File: src/rtl/rwfg_pkg.sv
`default_nettype none

package rwfg_pkg;

    localparam int MAX_LEDS     = 64;
    localparam int TIME_W       = 32;
    localparam int DELAY_W      = 16;
    localparam int COUNT_W      = 7;
    localparam int INDEX_W      = 6;
    localparam int COLOR_W      = 8;
    localparam int CFG_ADDR_W   = 1;
    localparam int CFG_DATA_W   = 16;
    localparam int CMD_DEPTH    = 2;
    localparam int CMD_PTR_W    = 1;
    localparam int CMD_FILL_W   = 2;

    localparam logic [DELAY_W-1:0] DELAY_RESET = DELAY_W'(40);
    localparam logic [COUNT_W-1:0] COUNT_RESET = COUNT_W'(64);
    localparam logic [COUNT_W-1:0] COUNT_MAX   = COUNT_W'(MAX_LEDS);

    localparam logic [COLOR_W-1:0] SEG1_START = COLOR_W'(85);
    localparam logic [COLOR_W-1:0] SEG2_START = COLOR_W'(170);
    localparam logic [COLOR_W-1:0] FULL_SCALE = COLOR_W'(255);

    typedef enum logic [CFG_ADDR_W-1:0] {
        REG_FRAME_DELAY = 1'b0,
        REG_LED_COUNT   = 1'b1
    } cfg_reg_t;

    // one frame to be drawn by the back end
    typedef struct packed {
        logic [COUNT_W-1:0] count;
        logic [COLOR_W-1:0] offset;
    } frame_cmd_t;

    typedef struct packed {
        logic [COLOR_W-1:0] red;
        logic [COLOR_W-1:0] green;
        logic [COLOR_W-1:0] blue;
    } rgb_t;

    // three-segment color wheel
    function automatic rgb_t wheel(input logic [COLOR_W-1:0] pos);
        rgb_t               c;
        logic [COLOR_W-1:0] q;
        logic [COLOR_W+1:0] t;
        begin
            if (pos < SEG1_START)
            begin
                q = pos;
            end
            else if (pos < SEG2_START)
            begin
                q = pos - SEG1_START;
            end
            else
            begin
                q = pos - SEG2_START;
            end
            t = {2'b00, q} + {1'b0, q, 1'b0};
            if (pos < SEG1_START)
            begin
                c.red   = t[COLOR_W-1:0];
                c.green = FULL_SCALE - t[COLOR_W-1:0];
                c.blue  = '0;
            end
            else if (pos < SEG2_START)
            begin
                c.red   = FULL_SCALE - t[COLOR_W-1:0];
                c.green = '0;
                c.blue  = t[COLOR_W-1:0];
            end
            else
            begin
                c.red   = '0;
                c.green = t[COLOR_W-1:0];
                c.blue  = FULL_SCALE - t[COLOR_W-1:0];
            end
            return c;
        end
    endfunction

endpackage

`default_nettype wire

File: src/rtl/rwfg_cmd_fifo.sv
`default_nettype none

module rwfg_cmd_fifo
    import rwfg_pkg::*;
(
    input  wire logic       clk,
    input  wire logic       rst_n,
    input  wire logic       push,
    input  wire frame_cmd_t push_cmd,
    output logic            full,
    input  wire logic       pop,
    output logic            not_empty,
    output frame_cmd_t      pop_cmd
);

    frame_cmd_t              entry_reg [CMD_DEPTH];
    logic [CMD_PTR_W-1:0]    wr_ptr_reg;
    logic [CMD_PTR_W-1:0]    rd_ptr_reg;
    logic [CMD_FILL_W-1:0]   fill_reg;

    assign full      = fill_reg == CMD_FILL_W'(CMD_DEPTH);
    assign not_empty = fill_reg != '0;
    assign pop_cmd   = entry_reg[rd_ptr_reg];

    always_ff @(posedge clk)
    begin
        if (push)
        begin
            entry_reg[wr_ptr_reg] <= push_cmd;
        end
    end

    always_ff @(posedge clk or negedge rst_n)
    begin
        if (!rst_n)
        begin
            wr_ptr_reg <= '0;
            rd_ptr_reg <= '0;
            fill_reg   <= '0;
        end
        else
        begin
            if (push)
            begin
                wr_ptr_reg <= wr_ptr_reg + CMD_PTR_W'(1);
            end
            if (pop)
            begin
                rd_ptr_reg <= rd_ptr_reg + CMD_PTR_W'(1);
            end
            if (push && !pop)
            begin
                fill_reg <= fill_reg + CMD_FILL_W'(1);
            end
            else if (pop && !push)
            begin
                fill_reg <= fill_reg - CMD_FILL_W'(1);
            end
        end
    end

endmodule

`default_nettype wire

File: config.mk
export PLATFORM = sky130hd
export DESIGN_NAME = rwfg_cmd_fifo
export DESIGN_NICKNAME = d
export VERILOG_FILES = /design/src/rtl/rwfg_pkg.sv /design/src/rtl/rwfg_cmd_fifo.sv
export SDC_FILE = /design/constraint.sdc
export NUM_CORES = 1
export LEC_CHECK = 0
export ABC_AREA = 1
export BUFFER_PORTS_ARGS = -buffer_cell sky130_fd_sc_hd__buf_2
export CAP_MARGIN = 20
export CORE_MARGIN = 4
export CORE_UTILIZATION = 50
export DETAILED_ROUTE_END_ITERATION = 10
export PLACE_DENSITY = 0.75
export SETUP_SLACK_MARGIN = 0.4
export SLEW_MARGIN = 10
export SYNTH_ARGS = -nofsm -noshare
export SYNTH_HDL_FRONTEND = slang
export SYNTH_SLANG_ARGS = --single-unit
export TNS_END_PERCENT = 20
File: constraint.sdc
create_clock -name clk -period 2.9 [get_ports clk]
set_input_delay 0.435 -clock clk [delete_from_list [all_inputs] [get_ports clk]]
set_output_delay 0.435 -clock clk [all_outputs]
set_load 0.1 [all_outputs]
-- Word level (Yosys, flattened, before mapping)
Memory sizes are Yosys's and may differ from the RTL's.
Cells that the tools add are included.
- register bits: 4
- bits in writable memories: 30
- input port bits: 19
- output and inout port bits: 17
- logic and storage cells: 19
- memories: 1
- memories (name ; words ; width ; read ports ; clocked after memory_dff ; wr ports ; RTL line ; RTL):
    entry_reg ; 2 ; 15 ; 1 ; 0 ; 1 ; rwfg_cmd_fifo.sv:16 ; frame_cmd_t entry_reg [CMD_DEPTH];
- add/subtract/negate cells: 4
- equal/unequal tests: 1
- muxes and demuxes: 4
- reduce and logical (&&, ||, !) cells: 6
- operators with widths (operator ; count):
    $mux W2 ; 2
    $reduce_bool A2 Y1 ; 2
    $add A1 B1 Y1 const B ; 2
    $add A2 B1 Y2 const B ; 1
    $eq A2 B2 Y1 const B ; 1
    $logic_and A1 B1 Y1 ; 2
    $logic_not A1 Y1 ; 2
    $mux W1 ; 2
    $sub A2 B1 Y2 const B ; 1

-- Depth between registers and ports, before layout
Gate-level depths: netlist of the first run.
- word-level depth: 4
- depth in mapped cells: 7
- gate-level depth less buffers: 7

-- Worst setup path before layout of the first run
Ideal clock, no wire load.
- path type: reg2out
- from: register fill_reg[0]
- to: output port full
- arrival: 1.669 ns
- data required time: 2.465 ns
- slack: 0.796 ns
- cell stages (with the launch flop): 2
- path buffers: 0
- cells stage by stage: dfrtp_1 nor2_1
- longest elaborated chain between the ends: 1
- RTL lines (item ; RTL line ; RTL):
    start: declaration ; rwfg_cmd_fifo.sv:19 ; logic [CMD_FILL_W-1:0] fill_reg;
    start signal: assignment ; rwfg_cmd_fifo.sv:53 ; fill_reg <= fill_reg + CMD_FILL_W'(1);
    start signal: assignment ; rwfg_cmd_fifo.sv:57 ; fill_reg <= fill_reg - CMD_FILL_W'(1);
    $eq A2 B2 Y1 ; rwfg_cmd_fifo.sv:21 ; assign full = fill_reg == CMD_FILL_W'(CMD_DEPTH);
    end: declaration ; rwfg_cmd_fifo.sv:10 ; output logic full,
Every way passes these cells.

==> flow_metrics.tcl, run 1 <==
set metrics [dict create \
    final_common_cell "buf_2" \
    syn_avg_cell_area_um2 18.6 \
    floorplan.initialDensity_pct 53.2 \
    timing.slew.headroom_pct 61.2 \
    final_period_minus_worst_setup_slack_ps 2310 \
    final_cell_mix "buf_2 (35), edfxtp_1 (30), mux2_4 (9)" \
    flop_and_latch_count_out_of_synthesis 34 \
    post_synth_instance_area_um2 1340 \
    worst-endpoint-required_ps 2470 \
    insertion_delay_ps 320 \
    critical_path_startpoint_category "register" \
    timing.final.ws_setup_ps 590 \
    cp.buffers_inverters 2 \
    clk_transition_reported_paths_ps 100 \
    unrepaired_setup_endpoints_after_global_routing "no" \
    number_of_different_library_cells_in_the_post_synthesis_netlist 14 \
    design.die.area_um2 3580 \
    worst_pin_slew_ps 582 \
    synth_warnings 0 \
    drive_above_1_share_pct 50.0 \
    crit_arrival_ps 1880 \
    area_growth_pct 19.1 \
    hold_path.startpoint "push_cmd[13]" \
    crit_path_end_kind "primary output" \
    place.port_buffers 35 \
    largest_net_degree_at_the_start_of_global_routing 16 \
    grt_use_total_pct 13.8 \
    maxCapViolCount 0 \
    die_width_um 59.8 \
    cts_root_buffer "clkbuf_4" \
    first_pass_iters 3 \
    drt_iter0_drc 9 \
    place_hpwl_um 1470 \
    post_synthesis_sequential_area_ratio_pct 74.6 \
    grt_pass1_vias 705 \
    worst-path-max-fanout 11 \
    setup.worst_path.start "rd_ptr_reg" \
    status "finished, final reports clean" \
    gr-total-overflow 0 \
    fp-row-count 18 \
    crit_family "flip-flops" \
    drc 0 \
    critical-path-max-stage-delay_ps 690 \
    cts_max_path_buffers 2 \
    detail_route.vias_per_cell 4.80 \
    pre_cts_ws_ps 943 \
    hold_violations 0 \
    nNetsFinal 135 \
    floorplan.io_pins 36 \
    report.final.setup_viol 0 \
    routed_wirelength_um 1960 \
    gpl.final_weighted_congestion 0.675 \
    postLayoutCoreUtil_pct 63.3 \
    postSynthCellCount 72 \
    fin_crit_sh_pct 79.7 \
    worstHoldPathType "input port to register" \
    fin_skew_ps 8.39 \
    inserted_clock_buffers 5 \
    via_count 701 \
    routed_wire_length_per_instance_um 13.4 \
    slew_violations 0 \
    regToRegStartpoint "wr_ptr_reg" \
    fmax_mhz 433 \
    fin_tns_setup_ps 0 \
    cp_slowest_cell "dfrtp_1" \
    grt_antenna_before_repair 0 \
    clock_sink_total 34 \
    tritoncts "done" \
    antenna_cells 0 \
    criticalPathCategory "register to primary output" \
    worstPathCellList "buf_4, mux2_4, buf_2" \
    synth_fp_nets 92 \
    floorplan.die.height_um 59.8 \
    core_area_um2 2520 \
    drt.antenna.violating_nets 0 \
    largest_reg_flops 30 \
    clock_tree.htree_level_count 2 \
    grt_first_pass_wirelength_um 3330 \
]
==> Yosys cell counts <==
library cell,n,area share [%]
buf_6,1,0.84
xnor2_1,1,0.65
xor2_1,2,1.3
buf_12,1,1.5
dfrtp_1,4,7.5
ha_1,1,0.93
mux2_4,9,10
nand2_1,6,1.7
nand3_1,1,0.37
inv_1,7,2.0
mux2_2,6,5.0
nand4_1,1,0.47
nor2_1,2,0.56
edfxtp_1,30,67
==> worst reg2reg max path: stages, from the launching register on <==
cell and delay [ps]:
dfrtp_1 410, nor2_1 390, buf_4 280
==> per-layer routing <==
layer | part of all wire, % | up-vias | GRT usage (%)
met5 | 0 | - | 0
met4 | 1.8 | 0 | 7.59
met3 | 6.3 | 4 | 6.48
met2 | 50 | 21 | 20.2
met1 | 42 | 329 | 16.8
li1 | - | 347 | -
==> cells by family (layout without fill, tap and decap cells) <==
group	after synthesis	after routing	synth area share [%]
buffers and inverters	9	53	4.29
multiplexers	15	15	15.1
AND/OR/NAND/NOR	10	10	3.08
flip-flops	34	34	74.6
adder cells (fa/ha/maj)	1	1	0.933
XOR/XNOR	3	3	1.96
==> per-stage QoR <==
stage,instance area (um2),hold WS (ps),std cells
2_1_floorplan,1340,139,72
3_3_place_gp,1540,246,137
3_5_place_dp,1540,248,137
4_1_cts,1600,272,146
5_1_grt,1600,263,146
6_report,1600,295,146
==> worst paths after layout <==
| check | to | slack [ps] | cells past startpoint |
|---|---|---|---|
| hold / removal | entry_reg[0][13] | 290 | 1 |
| setup / recovery | pop_cmd[12] | 590 | 3 |
| setup reg to reg | entry_reg[0][4] | 1530 | 2 |
| max in group asynchronous | wr_ptr_reg | 2330 | 2 |
| hold reg to reg | wr_ptr_reg | 500 | 1 |
| min in group asynchronous | rd_ptr_reg | 440 | 2 |
==> cell type report <==
type                    count  area (um2)
repair buffers             38         200
clock buffers               6        41.3
clock inverters             2        8.76
multi-input cells          29         283
flip-flops and latches     34        1000
inverters                   7        26.3
well taps                  30        37.5
fillers                   189         925
==> repair_timing <==
| action | 4_1_cts | 5_1_grt |
|---|---|---|
| endpoints found under the hold margin | 4 | 0 |
| resized for setup | 0 | 0 |
| buffers inserted | 0 | 0 |
| hold buffers | 1 | 0 |
Power of run 1 is not shown: default switching activity piles up to over one toggle a cycle in this logic, so the estimate is an artifact.
==> inputs of run 2 (changes only) <==
--- a/config.mk
+++ b/config.mk
@@ -5,13 +5,13 @@
 export SDC_FILE = /design/constraint.sdc
 export NUM_CORES = 1
 export LEC_CHECK = 0
-export ABC_AREA = 1
+export ABC_AREA = 0
 export BUFFER_PORTS_ARGS = -buffer_cell sky130_fd_sc_hd__buf_2
 export CAP_MARGIN = 20
 export CORE_MARGIN = 4
 export CORE_UTILIZATION = 50
 export DETAILED_ROUTE_END_ITERATION = 10
-export PLACE_DENSITY = 0.75
+export PLACE_DENSITY = 0.76
 export SETUP_SLACK_MARGIN = 0.4
 export SLEW_MARGIN = 10
 export SYNTH_ARGS = -nofsm -noshare
==> constraint.sdc (replaced) <==
create_clock -name clk -period 2.3 [get_ports clk]
set_input_delay 0.345 -clock clk [delete_from_list [all_inputs] [get_ports clk]]
set_output_delay 0.345 -clock clk [all_outputs]
set_load 0.1 [all_outputs]
==> run 2 against run 1 <==
- register-to-register slack worse by 680 ps
- setup slack got worse by 130 ps
- final cell count is 4.8% lower
- core utilization increased by 3.7 points
- die area fell by 1.1%
- hold slack lost 91 ps
- non-clock buffer count increased by 2
- via count is 1.9% lower
- critical path depth did not move
- design area is 4.9% higher
- critical path type unchanged
- critical endpoint is now pop_cmd[10]
- highest routed layer unchanged
==> flow_metrics.tcl, run 2 <==
set metrics [dict create \
    met1_usage_pct 13.9 \
    worstHoldPathType "input port to register" \
    asyncSetResetFlopFracSynth_pct 11.8 \
    globalRoute.busiestLayer "met2" \
    insertion_delay_ps 320 \
    worst-path-max-fanout 8 \
    area_growth_pct 26.6 \
    synthFlopType "edfxtp_1" \
    final_cell_mix "edfxtp_1 (30), buf_2 (25), buf_6 (11)" \
    largest_reg_flops 30 \
    clock_sink_total 34 \
    number_of_different_library_cells_in_the_post_synthesis_netlist 14 \
    cts_max_path_buffers 2 \
    grt_first_pass_wirelength_um 3240 \
    status "finished, final reports clean" \
    maxCapViolCount 0 \
    critical-path-max-stage-delay_ps 490 \
    crit_path_end_kind "primary output" \
    clk_transition_reported_paths_ps 90 \
    synth_top_cells_by_count "edfxtp_1 (30), mux2_4 (9), mux2_2 (6)" \
    unrepaired_setup_endpoints_after_global_routing "yes" \
    criticalPathCategory "register to primary output" \
    die_width_um 59.5 \
    flop_and_latch_count_out_of_synthesis 34 \
    clock_tree.htree_level_count 2 \
    fin_skew_ps 4.46 \
    post_synth_edffs 30 \
    routed_wirelength_um 2070 \
    floorplan.io_pins 36 \
    floorplan.die.height_um 59.5 \
    crit_arrival_ps 1490 \
    report.final.setup_viol 0 \
    grt_antenna_before_repair 0 \
    syn_avg_cell_area_um2 21.0 \
    cp_slowest_cell "dfrtp_2" \
    postSynthCellCount 63 \
    core_area_um2 2500 \
    floorplan.initialDensity_pct 53.0 \
    drc 0 \
    groute.layer.met3.usage_pct 7.19 \
    nNetsFinal 128 \
    place_hpwl_um 1500 \
    largest_net_degree_at_the_start_of_global_routing 16 \
    gpl.final_weighted_congestion 0.645 \
    synth_fp_nets 83 \
    drt.antenna.violating_nets 0 \
    design.die.area_um2 3530 \
    grt_pass1_vias 712 \
    critical_path_startpoint_category "register" \
    cts_root_buffer "clkbuf_4" \
    fmax_mhz 545 \
    gr-total-overflow 0 \
    tritoncts "done" \
    postLayoutCoreUtil_pct 67.0 \
    timing.slew.headroom_pct 52.4 \
    antenna_cells 0 \
    via_count 688 \
    final_common_cell "edfxtp_1" \
    netlist.area_leader.share_pct 68.1 \
    synth_warnings 0 \
    drive_above_1_share_pct 58.7 \
    grt_use_total_pct 13.6 \
    post_synth_instance_area_um2 1320 \
    area_leader_netlist "edfxtp_1" \
    hold_violations 0 \
    slew_violations 0 \
    gr-usage-met2_pct 22.5 \
    place.port_buffers 35 \
    worst-endpoint-required_ps 1960 \
    routed_wire_length_per_instance_um 14.9 \
    post_synthesis_sequential_area_ratio_pct 75.6 \
    worst_pin_slew_ps 714 \
    detail_route.vias_per_cell 4.95 \
    fin_crit_sh_pct 79.8 \
    yosys-top-cells-area "edfxtp_1 (68%), mux2_4 (10%), dfrtp_1 (7.6%)" \
    fp-row-count 18 \
    final_period_minus_worst_setup_slack_ps 1840 \
    fin_tns_setup_ps 0 \
    first_pass_iters 3 \
    worstPathCellList "buf_6, mux2_4, buf_4" \
    synthMostInstantiatedCell "edfxtp_1" \
    inserted_clock_buffers 5 \
    drt_iter0_drc 13 \
]
run 2: final cells by class:
class / count / area [um2]
flip-flops and latches: 34 / 1000
fillers: 180 / 825
multi-input cells: 26 / 290
repair buffers: 40 / 282
clock buffers: 7 / 55.1
well taps: 30 / 37.5
clock inverters: 1 / 5.00
inverters: 1 / 3.75
run 2: timing repair:
item | in CTS | in global routing
hold buffers | 1 | 0
resized for setup | 9 | 15
pin swaps | 0 | 0
endpoints found under the hold margin | 4 | 0
setup endpoints to repair | 11 | 10
setup buffers | 1 | 0
run 2: worst paths after layout:
kind | slack [ps] | startpoint | endpoint | cells past startpoint
hold reg to reg | 490 | fill_reg[1] | fill_reg[1] | 1
min in group asynchronous | 350 | rst_n | wr_ptr_reg | 2
max in group asynchronous | 1820 | rst_n | rd_ptr_reg | 2
setup reg to reg | 850 | wr_ptr_reg | entry_reg[0][12] | 2
setup / recovery | 460 | rd_ptr_reg | pop_cmd[10] | 3
hold / removal | 200 | pop | rd_ptr_reg | 2
run 2: kinds of logic (layout without fill, tap and decap cells):
family | Yosys count | count (layout) | synth area share (%)
DFF | 34 | 34 | 75.6
muxes | 15 | 15 | 15.3
xor gates and xnor gates | 5 | 5 | 3.31
and+or+nand+nor | 5 | 5 | 2.17
buffers and inverters | 3 | 49 | 2.65
adders and majority gates | 1 | 1 | 0.945
run 2: stage by stage:
stage	instance area [um2]	instances	setup WS (ps)	hold slack, ps
after floorplan	1330	63	732	49.4
after global placement	1530	129	614	154
after detailed placement	1530	129	574	160
after CTS	1630	139	353	189
after global routing	1680	139	387	172
final	1680	139	464	204
run 2: worst max-delay path: cells and delay by family, from the launching register on:
kind,cells,cell delay [ps]
flip-flops,1,490
buffers and inverters,2,390
multiplexers,1,280
run 2: metal layers:
metal / vias to the layer above / wire length (um)
met4: 0 / 65
met3: 8 / 134
met2: 21 / 1100
met5: - / 0
met1: 334 / 769
li1: 325 / -
Power of run 2 is left out for the same reason.
